--- src/rtl/scap_pkg.sv ---
// Package with constants, status codes and TA1 lookup tables of the ATR parser.
`timescale 1ns / 1ps
`default_nettype none

package scap_pkg;

  // Default limit on ATR length in bytes
  localparam int unsigned MaxAtrBytesDefault = 33;

  // Sync byte values
  localparam logic [7:0] SyncDirect  = 8'h3B;
  localparam logic [7:0] SyncInverse = 8'h3F;

  // Result status codes
  localparam logic [1:0] StatusOk      = 2'd0;
  localparam logic [1:0] StatusEmpty   = 2'd1;
  localparam logic [1:0] StatusBadSync = 2'd2;

  // Internal error codes
  localparam logic [1:0] ErrNone    = 2'd0;
  localparam logic [1:0] ErrBadSync = 2'd2;

  // Clock rate conversion factor Fi; -1 for reserved codes
  function automatic logic signed [12:0] fi_lookup(input logic [3:0] code);
    logic signed [12:0] val;
    unique case (code)
      4'd0:    val = 13'sd372;
      4'd1:    val = 13'sd372;
      4'd2:    val = 13'sd558;
      4'd3:    val = 13'sd744;
      4'd4:    val = 13'sd1116;
      4'd5:    val = 13'sd1488;
      4'd6:    val = 13'sd1860;
      4'd9:    val = 13'sd512;
      4'd10:   val = 13'sd768;
      4'd11:   val = 13'sd1024;
      4'd12:   val = 13'sd1536;
      4'd13:   val = 13'sd2048;
      default: val = -13'sd1;
    endcase
    return val;
  endfunction

  // Maximum clock in 100 kHz units; -1 for reserved codes
  function automatic logic signed [8:0] f_lookup(input logic [3:0] code);
    logic signed [8:0] val;
    unique case (code)
      4'd0:    val = 9'sd40;
      4'd1:    val = 9'sd50;
      4'd2:    val = 9'sd60;
      4'd3:    val = 9'sd80;
      4'd4:    val = 9'sd120;
      4'd5:    val = 9'sd160;
      4'd6:    val = 9'sd200;
      4'd9:    val = 9'sd50;
      4'd10:   val = 9'sd75;
      4'd11:   val = 9'sd100;
      4'd12:   val = 9'sd150;
      4'd13:   val = 9'sd200;
      default: val = -9'sd1;
    endcase
    return val;
  endfunction

  // Baud rate adjustment factor Di; -1 for reserved codes
  function automatic logic signed [6:0] di_lookup(input logic [3:0] code);
    logic signed [6:0] val;
    unique case (code)
      4'd1:    val = 7'sd1;
      4'd2:    val = 7'sd2;
      4'd3:    val = 7'sd4;
      4'd4:    val = 7'sd8;
      4'd5:    val = 7'sd16;
      4'd6:    val = 7'sd32;
      4'd8:    val = 7'sd12;
      4'd9:    val = 7'sd20;
      default: val = -7'sd1;
    endcase
    return val;
  endfunction

endpackage

`default_nettype wire

--- src/rtl/smart_card_atr_parser.sv ---
// Top level of the ISO 7816-3 Answer-To-Reset parser.
// Feed the ATR one byte per transaction, starting at the sync byte, and flag the final
// transaction with last_byte_i; an empty ATR is a single transaction with byte_present_i low
// and last_byte_i high. Every byte is parsed in the cycle it is accepted, so one transaction
// is taken each clock. The summary of the ATR (status, TA1 codes with their table values,
// TC1 guard time, historical byte offset and count) appears in the result register on the
// cycle after the final transaction and is held until taken. The input stalls only while a
// result waits and the output side stalls. The parser returns to its reset state after each
// final transaction, ready for the next ATR. Bytes beyond MAX_ATR_BYTES are dropped.
`timescale 1ns / 1ps
`default_nettype none

module smart_card_atr_parser #(
  parameter int unsigned MAX_ATR_BYTES = scap_pkg::MaxAtrBytesDefault
) (
  input  wire logic               clk_i,
  input  wire logic               rst_ni,
  // input channel
  input  wire logic               in_valid_i,
  output logic                    in_stall_o,
  input  wire logic [7:0]         atr_byte_i,
  input  wire logic               byte_present_i,
  input  wire logic               last_byte_i,
  // result channel
  output logic                    out_valid_o,
  input  wire logic               out_stall_i,
  output logic [1:0]              status_o,
  output logic                    ta1_present_o,
  output logic [3:0]              fi_index_o,
  output logic [3:0]              di_index_o,
  output logic signed [12:0]      rate_factor_o,
  output logic signed [8:0]       max_clock_o,
  output logic signed [6:0]       baud_divisor_o,
  output logic signed [8:0]       extra_guard_o,
  output logic [3:0]              hist_count_o,
  output logic [5:0]              hist_offset_o
);

  localparam logic [5:0] MaxBytes = 6'(MAX_ATR_BYTES);

  typedef enum logic [1:0] {
    PhSync,
    PhT0,
    PhIface,
    PhTail
  } phase_e;

  // Parser state
  phase_e     phase_q, phase_d;
  logic [3:0] mask_q, mask_d;
  logic       first_q, first_d;
  logic [5:0] pos_q, pos_d;
  logic [3:0] decl_q, decl_d;
  logic       ta1_here_q, ta1_here_d;
  logic [7:0] ta1_q, ta1_d;
  logic       tc1_here_q, tc1_here_d;
  logic [7:0] tc1_q, tc1_d;
  logic [1:0] err_q, err_d;
  logic [5:0] hstart_q, hstart_d;

  // Result register
  logic                  out_valid_q;
  logic [1:0]            status_q, status_d;
  logic                  ta1p_q, ta1p_d;
  logic [3:0]            fi_q, fi_d;
  logic [3:0]            di_q, di_d;
  logic signed [12:0]    rate_q, rate_d;
  logic signed [8:0]     fmax_q, fmax_d;
  logic signed [6:0]     baud_q, baud_d;
  logic signed [8:0]     guard_q, guard_d;
  logic [3:0]            hcnt_q, hcnt_d;
  logic [5:0]            hoff_q, hoff_d;

  logic       take;
  logic       ok;
  logic [1:0] sel;
  logic [5:0] remaining;

  assign in_stall_o = out_valid_q & out_stall_i;
  assign take       = in_valid_i & ~in_stall_o;

  // Advance the parser by one byte
  always_comb begin
    phase_d    = phase_q;
    mask_d     = mask_q;
    first_d    = first_q;
    pos_d      = pos_q;
    decl_d     = decl_q;
    ta1_here_d = ta1_here_q;
    ta1_d      = ta1_q;
    tc1_here_d = tc1_here_q;
    tc1_d      = tc1_q;
    err_d      = err_q;
    hstart_d   = hstart_q;
    sel        = 2'd3;

    priority if (mask_q[0]) begin
      sel = 2'd0;
    end else if (mask_q[1]) begin
      sel = 2'd1;
    end else if (mask_q[2]) begin
      sel = 2'd2;
    end else begin
      sel = 2'd3;
    end

    if (take && byte_present_i && (pos_q < MaxBytes)) begin
      if (err_q == scap_pkg::ErrNone) begin
        unique case (phase_q)
          PhSync: begin
            if (atr_byte_i != scap_pkg::SyncDirect && atr_byte_i != scap_pkg::SyncInverse) begin
              err_d = scap_pkg::ErrBadSync;
            end
            phase_d = PhT0;
          end
          PhT0: begin
            decl_d  = atr_byte_i[3:0];
            mask_d  = atr_byte_i[7:4];
            first_d = 1'b1;
            if (atr_byte_i[7:4] == 4'd0) begin
              phase_d  = PhTail;
              hstart_d = pos_q + 6'd1;
            end else begin
              phase_d = PhIface;
            end
          end
          PhIface: begin
            mask_d = mask_q & ~(4'd1 << sel);
            if (first_q && sel == 2'd0) begin
              ta1_here_d = 1'b1;
              ta1_d      = atr_byte_i;
            end
            if (first_q && sel == 2'd2) begin
              tc1_here_d = 1'b1;
              tc1_d      = atr_byte_i;
            end
            if (sel == 2'd3) begin
              mask_d  = atr_byte_i[7:4];
              first_d = 1'b0;
            end
            if (mask_d == 4'd0) begin
              phase_d  = PhTail;
              hstart_d = pos_q + 6'd1;
            end
          end
          PhTail: begin
          end
          default: begin
          end
        endcase
      end
      pos_d = pos_q + 6'd1;
    end
  end

  // Build the summary from the updated state
  always_comb begin
    priority if (pos_d == 6'd0) begin
      status_d = scap_pkg::StatusEmpty;
    end else if (err_d != scap_pkg::ErrNone) begin
      status_d = scap_pkg::StatusBadSync;
    end else begin
      status_d = scap_pkg::StatusOk;
    end
    ok        = (status_d == scap_pkg::StatusOk);
    ta1p_d    = ok & ta1_here_d;
    fi_d      = ta1p_d ? ta1_d[7:4] : 4'd0;
    di_d      = ta1p_d ? ta1_d[3:0] : 4'd0;
    rate_d    = ta1p_d ? scap_pkg::fi_lookup(fi_d) : -13'sd1;
    fmax_d    = ta1p_d ? scap_pkg::f_lookup(fi_d) : -9'sd1;
    baud_d    = ta1p_d ? scap_pkg::di_lookup(di_d) : -7'sd1;
    guard_d   = (ok && tc1_here_d) ? $signed({1'b0, tc1_d}) : -9'sd1;
    remaining = pos_d - hstart_d;
    hcnt_d    = 4'd0;
    hoff_d    = 6'd0;
    if (ok && phase_d == PhTail && pos_d > hstart_d) begin
      hcnt_d = ({2'b00, decl_d} < remaining) ? decl_d : remaining[3:0];
      hoff_d = hstart_d;
    end
  end

  // Hold parser state; return to reset after the final transaction
  always_ff @(posedge clk_i or negedge rst_ni) begin
    if (!rst_ni) begin
      phase_q    <= PhSync;
      mask_q     <= 4'd0;
      first_q    <= 1'b1;
      pos_q      <= 6'd0;
      decl_q     <= 4'd0;
      ta1_here_q <= 1'b0;
      ta1_q      <= 8'd0;
      tc1_here_q <= 1'b0;
      tc1_q      <= 8'd0;
      err_q      <= scap_pkg::ErrNone;
      hstart_q   <= 6'd0;
    end else if (take && last_byte_i) begin
      phase_q    <= PhSync;
      mask_q     <= 4'd0;
      first_q    <= 1'b1;
      pos_q      <= 6'd0;
      decl_q     <= 4'd0;
      ta1_here_q <= 1'b0;
      ta1_q      <= 8'd0;
      tc1_here_q <= 1'b0;
      tc1_q      <= 8'd0;
      err_q      <= scap_pkg::ErrNone;
      hstart_q   <= 6'd0;
    end else begin
      phase_q    <= phase_d;
      mask_q     <= mask_d;
      first_q    <= first_d;
      pos_q      <= pos_d;
      decl_q     <= decl_d;
      ta1_here_q <= ta1_here_d;
      ta1_q      <= ta1_d;
      tc1_here_q <= tc1_here_d;
      tc1_q      <= tc1_d;
      err_q      <= err_d;
      hstart_q   <= hstart_d;
    end
  end

  // Track result valid
  always_ff @(posedge clk_i or negedge rst_ni) begin
    if (!rst_ni) begin
      out_valid_q <= 1'b0;
    end else if (take && last_byte_i) begin
      out_valid_q <= 1'b1;
    end else if (!out_stall_i) begin
      out_valid_q <= 1'b0;
    end
  end

  // Load the result payload on the final transaction
  always_ff @(posedge clk_i) begin
    if (take && last_byte_i) begin
      status_q <= status_d;
      ta1p_q   <= ta1p_d;
      fi_q     <= fi_d;
      di_q     <= di_d;
      rate_q   <= rate_d;
      fmax_q   <= fmax_d;
      baud_q   <= baud_d;
      guard_q  <= guard_d;
      hcnt_q   <= hcnt_d;
      hoff_q   <= hoff_d;
    end
  end

  assign out_valid_o    = out_valid_q;
  assign status_o       = status_q;
  assign ta1_present_o  = ta1p_q;
  assign fi_index_o     = fi_q;
  assign di_index_o     = di_q;
  assign rate_factor_o  = rate_q;
  assign max_clock_o    = fmax_q;
  assign baud_divisor_o = baud_q;
  assign extra_guard_o  = guard_q;
  assign hist_count_o   = hcnt_q;
  assign hist_offset_o  = hoff_q;

endmodule

`default_nettype wire

--- config.mk ---
export PLATFORM = sky130hd
export DESIGN_NAME = smart_card_atr_parser
export DESIGN_NICKNAME = d
export VERILOG_FILES = /design/src/rtl/scap_pkg.sv /design/src/rtl/smart_card_atr_parser.sv
export SDC_FILE = /design/constraint.sdc
export NUM_CORES = 1
export LEC_CHECK = 0
export BUFFER_PORTS_ARGS = -buffer_cell sky130_fd_sc_hd__buf_4
export CAP_MARGIN = 40
export CORE_MARGIN = 2
export CORE_UTILIZATION = 45
export DETAILED_ROUTE_END_ITERATION = 16
export GPL_TIMING_DRIVEN = 0
export PLACE_DENSITY = 0.74
export SLEW_MARGIN = 10
export SYNTH_ARGS = -nofsm -noshare
export SYNTH_HDL_FRONTEND = slang
export SYNTH_SLANG_ARGS = --single-unit
export TNS_END_PERCENT = 100
--- constraint.sdc ---
create_clock -name clk_i -period 4.2 [get_ports clk_i]
set_input_delay 1.26 -clock clk_i [delete_from_list [all_inputs] [get_ports clk_i]]
set_output_delay 1.26 -clock clk_i [all_outputs]
set_load 0.01 [all_outputs]
== Word level (Yosys, flattened, before mapping) ==
Memory sizes are Yosys's and may differ from the RTL's. A register that Yosys moved wholly into a read port is not among the register bits.
Cells that the tools add are included.
Cells by class
  reductions and logical operators: 25
  add/sub/neg operators: 2
  eq/ne operators: 9
  magnitude comparators: 3
  mux-type cells: 67
  bitwise logic cells: 6
  shift operators: 1
Operators with widths (number)
  $mux 8: 10
  $mux 4: 14
  $mux 6: 7
  $mux 2: 13
  $mux 1: 18
  $ne 8x6->1 const B: 2
  $pmux 6 s2: 1
  $logic_and 1x1->1: 9
  $mux 9: 1
  $eq 2x2->1 const B: 4
  $logic_not 2->1: 4
  $logic_not 4->1: 2
  $pmux 4 s2: 1
  $add 6x1->6 const B: 1
  $gt 6x6->1: 1
  $logic_not 6->1: 1
  $lt 4x6->1: 1
  $lt 6x6->1 const B: 1
  $pmux 2 s3: 1
  $reduce_bool 2->1: 3
  $sub 6x6->6: 1
  $and 4x4->4: 1
  $not 4->4: 1
  $reduce_and 4->1: 1
  10 further kinds: 14
Storage, ports and cells
  bits of input ports: 14
  bits in read-only memories: 464
  memories: 3
  register bits: 74
  output and inout bits: 61
  logic and storage cells: 136
Memory list
  (name not given): depth 16, bits a word 13, rd ports 1, clocked after Yosys merged registers in 1, wr ports 0, line scap_pkg.sv:26  | unique case (code)
  (name not given): depth 16, bits a word 9, rd ports 1, clocked after Yosys merged registers in 1, wr ports 0, line scap_pkg.sv:47  | unique case (code)
  (name not given): depth 16, bits a word 7, rd ports 1, clocked after Yosys merged registers in 1, wr ports 0, line scap_pkg.sv:68  | unique case (code)

== Longest topological paths before layout ==
  word-level depth: 18
  gate-level depth with buffers: 19
  gate-level depth less buffers: 19

== Worst setup path after synthesis ==
OpenSTA, ideal clock, no wires.
  kind: input-to-reg
  start: input port in_valid_i
  end: register hcnt_q[0] (netlist: hist_count_o[0]), data pin
  arrival: 5067 ps
  data required time: 4062 ps
  setup time: 138 ps
  stages on the path: 16
  setup slack: -1005 ps
  buffers on the path: 0
  path through: a21boi_1 -> o2111a_1 -> nand2_1 -> a221o_1 -> a21oi_1 -> ha_1 -> nor2b_1 -> o21ai_0 -> nand2_1 -> xnor2_1 -> ha_1 -> a211o_1 -> a2111oi_0 -> a2111o_1 -> mux2_2 -> nor2_1
Between the ends
  word-level cells in the longest chain between the ends: 10
  elaborated cells on any way between the ends: 20
  classes of those cells: add/sub: 1; order compare: 2; eq/ne: 1; mux: 8; bitwise: 1; reduce/logical: 7
RTL lines
  start: declaration: line smart_card_atr_parser.sv:19  | input wire logic in_valid_i,
  $and 1x1->1 *: line smart_card_atr_parser.sv:80  | assign take = in_valid_i & ~in_stall_o;
  $logic_and 1x1->1 * (2 in series): line smart_card_atr_parser.sv:107  | if (take && byte_present_i && (pos_q < MaxBytes)) begin
  parallel branches: the longest is 7 deep, another holds $sub 6x6->6
  end signal: assignment: line smart_card_atr_parser.sv:245  | hcnt_q <= hcnt_d;
  end: declaration: line smart_card_atr_parser.sv:71  | logic [3:0] hcnt_q, hcnt_d;
Mark *: on every way between the ends.
A chain may end at the register's enable or synchronous reset.

== Final worst setup path ==
  start: input port atr_byte_i[5]
  end: register hcnt_q[1] (netlist: hist_count_o[1]), data pin
Between the ends
  word-level cells in the longest chain between the ends: 12
  elaborated cells on any way between the ends: 34
  classes of those cells: add/sub: 1; order compare: 2; eq/ne: 3; mux: 21; reduce/logical: 7
RTL lines
  start: declaration: line smart_card_atr_parser.sv:21  | input wire logic [7:0] atr_byte_i,
  $mux 4: line smart_card_atr_parser.sv:137  | if (sel == 2'd3) begin
  $mux 4: line smart_card_atr_parser.sv:109  | unique case (phase_q)
  $mux 4: line smart_card_atr_parser.sv:108  | if (err_q == scap_pkg::ErrNone) begin
  $mux 4: line smart_card_atr_parser.sv:107
  $logic_not 4->1: line smart_card_atr_parser.sv:141  | if (mask_d == 4'd0) begin
  $mux 6: line smart_card_atr_parser.sv:141
  $pmux 6 s2 *: line smart_card_atr_parser.sv:109
  $mux 6 *: line smart_card_atr_parser.sv:108
  $mux 6 *: line smart_card_atr_parser.sv:107
  net hstart_d[0]: line smart_card_atr_parser.sv:59  | logic [5:0] hstart_q, hstart_d;
  $sub 6x6->6: line smart_card_atr_parser.sv:173  | remaining = pos_d - hstart_d;
  $lt 4x6->1: line smart_card_atr_parser.sv:177  | hcnt_d = ({2'b00, decl_d} < remaining) ? decl_d : remaining[3:0];
  $mux 4: line smart_card_atr_parser.sv:177
The timed path passes the listed nets; every way through them passes the cells marked *. The select of a mux whose other input is x is not followed.

==> impl_metrics.toml <==
[status]
outcome = "finished, violations left"
violations = "negative setup slack"

[synth]
syn_area_um2 = 5410
avgSynthCellArea_um2 = 10.8
ys_seq_elements = 101
synthArstFlopShare = 0.436
ys.flop_type = "edfxtp_1"
ys_types = 71
yosysTopAreaCellShare = 0.316
syn_inst = 502
synth_seq_area_share = 0.520
synth_top_area_cell = "edfxtp_1"
ys_warn_count = 0
synth_common_cells = "71 x nor2_1, 57 x edfxtp_1, 43 x dfrtp_1"
synth.most_common_cell = "nor2_1"
synth.area.top_cells = "edfxtp_1 32%, dfrtp_1 20%, ha_1 6.5%"
syn_nets = 545
synth_enable_flop_cells = 57

[detailed_routing]
vias_per_cell = 5.66
drt_iter0_drc = 351
ant_nets = 0
post_drt_wl_per_cell_um = 17.2
vias = 4324
drt_first_pass_iters = 5
drc = 0
wl_mm = 13.1

[clocking]
clkTransAtPathRegs_ns = 0.07
clkSinkCount = 101
cts_tree = "done"
root_buffer = "clkbuf_16"
clock_path_buffers = 2
htreeDepth = 3
clk_latency_ns = 0.36
holdBufCountCts = 0
cts_buffers = 9

[worst_hold_path]
whs_endpoint = "tc1_here_q$_DFF_PN0_"
hp-class = "flop to flop"
min-delay-start = "tc1_here_q$_DFF_PN0_"
hold_path_depth = 2

[die]
fp.dieH_um = 114
initial_core_util = 0.456
die_area_um2 = 12900
die_x_um = 114
core-area_um2 = 11900
io_pins = 75
std_cell_rows = 40

[power]
p_leak_uw = 0.00274
power_density_nw_per_um2 = 403
power_uw = 2830
irDropWorstVdd_uv = 305

[global_routing]
grt_pass1_wl_mm = 20.4
antenna_found_initial = 0
grt_overflow = 0
grt_pass1_vias = 4147
grt_usage = 0.203
grt_max_degree = 45

[sta]
setup_viol = 10
finalClockSkew_ns = 0.0100
holdWs_ns = 0.491
slew_viol_final = 0
slew_headroom = 0.403
fmax_mhz = 198
timing.final.ws_setup_ns = -0.843
min_period_ns = 5.04
worst_pin_slew_ns = 0.886
period_share = 1.20
finalHoldViolations = 0
grt_setup_unrepaired = "true"

[worst_setup_path]
crit_fanout = 5
cp-start-kind = "input pin"
path_class = "input pin to flop"
required_ns = 4.40
arrival_ns = 5.24
reg2reg_depth = 20
reg2reg_slack_ns = -0.53
crit_path_end_kind = "flop"
r2r-start = "pos_q[0]$_DFF_PN0_"
reg2reg_to = "hist_count_o[1]$_SDFFCE_PN0P_"

[cells_and_area]
fill_cells = 939
fin_nets = 655
area_delta_synth_final_pct = 29.5
drive_above_1_share = 0.329
antenna_cells = 0

[flow_run]
maxCapViolations = 0

[placed_design]
portBuffers = 74
dpl.hpwl_mm = 8.64
gp_congestion = 0.864
[worst max path at each step]
stage	cells after the start	startpoint	endpoint
after floorplan	16	atr_byte_i[6]	hist_count_o[0]$_SDFFCE_PN0P_
final	19	atr_byte_i[5]	hist_count_o[1]$_SDFFCE_PN0P_
after CTS	17	atr_byte_i[7]	hist_count_o[0]$_SDFFCE_PN0P_
after global placement	17	out_stall_i	hist_count_o[0]$_SDFFCE_PN0P_
after detailed placement	17	out_stall_i	hist_count_o[0]$_SDFFCE_PN0P_
after global routing	19	atr_byte_i[5]	hist_count_o[1]$_SDFFCE_PN0P_
[cell type report]
class	count	area, um2	area share
sequential	101	2810	0.402
multi-input combinational	356	2690	0.383
timing repair buffer	99	818	0.117
clock buffer	11	233	0.0332
tap	147	184	0.0262
buffer	23	151	0.0216
inverter	22	87.6	0.0125
clock inverter	5	33.8	0.00482
[per-stage QoR]
stage          cell area (um2)  setup slack (ns)   util  std cells  TNS [ns]
3_5_place_dp              6240             -1.45  0.526        725    -15.00
6_report                  7010            -0.843  0.591        764     -7.45
5_1_grt                   7010            -0.926  0.591        764     -8.31
3_3_place_gp              6190             -1.40  0.522        723    -80.86
4_1_cts                   6770            -0.657  0.571        759     -5.16
2_1_floorplan             5450            -0.762      -        502     -4.93
[kinds of logic (layout without fill, tap and decap cells)]
group / Yosys count / in the layout / synth area share
AND/OR/NAND/NOR: 184 / 184 / 0.164
AO/OA/AOI/OAI: 102 / 102 / 0.129
flip-flops: 101 / 101 / 0.520
buffers and inverters: 45 / 160 / 0.0421
multiplexers: 31 / 31 / 0.0603
adder cells (fa/ha/maj): 29 / 29 / 0.0684
XOR/XNOR: 10 / 10 / 0.0162
[registers in the layout, indices dropped and copies added, names as in the netlist, 6 cells and up]
signal / count
hstart_q: 6
rate_factor_o: 12
pos_q: 6
ta1_q: 8
hist_offset_o: 6
extra_guard_o: 9
max_clock_o: 8
tc1_q: 8
baud_divisor_o: 7
[routing by layer]
| metal | track usage | vias up | wire (um) |
|---|---|---|---|
| met4 | 0.0805 | 0 | 382 |
| li1 | - | 2021 | - |
| met2 | 0.328 | 140 | 6340 |
| met3 | 0.0462 | 31 | 669 |
| met1 | 0.267 | 2132 | 5720 |
| met5 | 0 | - | 0 |
[power breakdown]
group,internal (uW),switching (uW)
combinational,425,461
clock,404,377
sequential,1110,51.3
[timing repair]
action                                  4_1_cts  5_1_grt
endpoints found under the setup margin       11       12
pin swaps                                    15       25
gates cloned                                  1        0
gates resized for setup                      28       42
setup buffers                                17        5
[critical path, cell delays in order]
cell and delay [ns]:
buf_12 0.10, or4_4 0.55, mux2i_4 0.20, a21oi_4 0.10, a221o_2 0.45, buf_6 0.16, a21oi_4 0.15, inv_2 0.06
ha_4 0.17, inv_2 0.05, fa_2 0.20, a21o_1 0.23, a21o_1 0.16, a21o_1 0.13, a21oi_1 0.07, a311o_1 0.30
or4_4 0.53, buf_8 0.17, a211oi_2 0.18
[cells in the final DEF (no fill, tap or decap), types with 7 or more instances in the layout]
| cell type | count |
|---|---|
| and2_1 | 13 |
| inv_1 | 16 |
| clkbuf_16 | 9 |
| edfxtp_1 | 57 |
| dfrtp_1 | 43 |
| o21ai_0 | 12 |
| buf_6 | 8 |
| clkbuf_1 | 8 |
| o21ai_1 | 16 |
| nand2b_1 | 12 |
| buf_2 | 7 |
| ha_1 | 23 |
| nand3_1 | 13 |
| nand2_1 | 37 |
| a21oi_1 | 21 |
| buf_4 | 94 |
| nor2_4 | 7 |
| nor2_1 | 63 |
| mux2i_1 | 18 |
| mux2_2 | 8 |
Note: power is estimated with default switching activity, not from simulation.
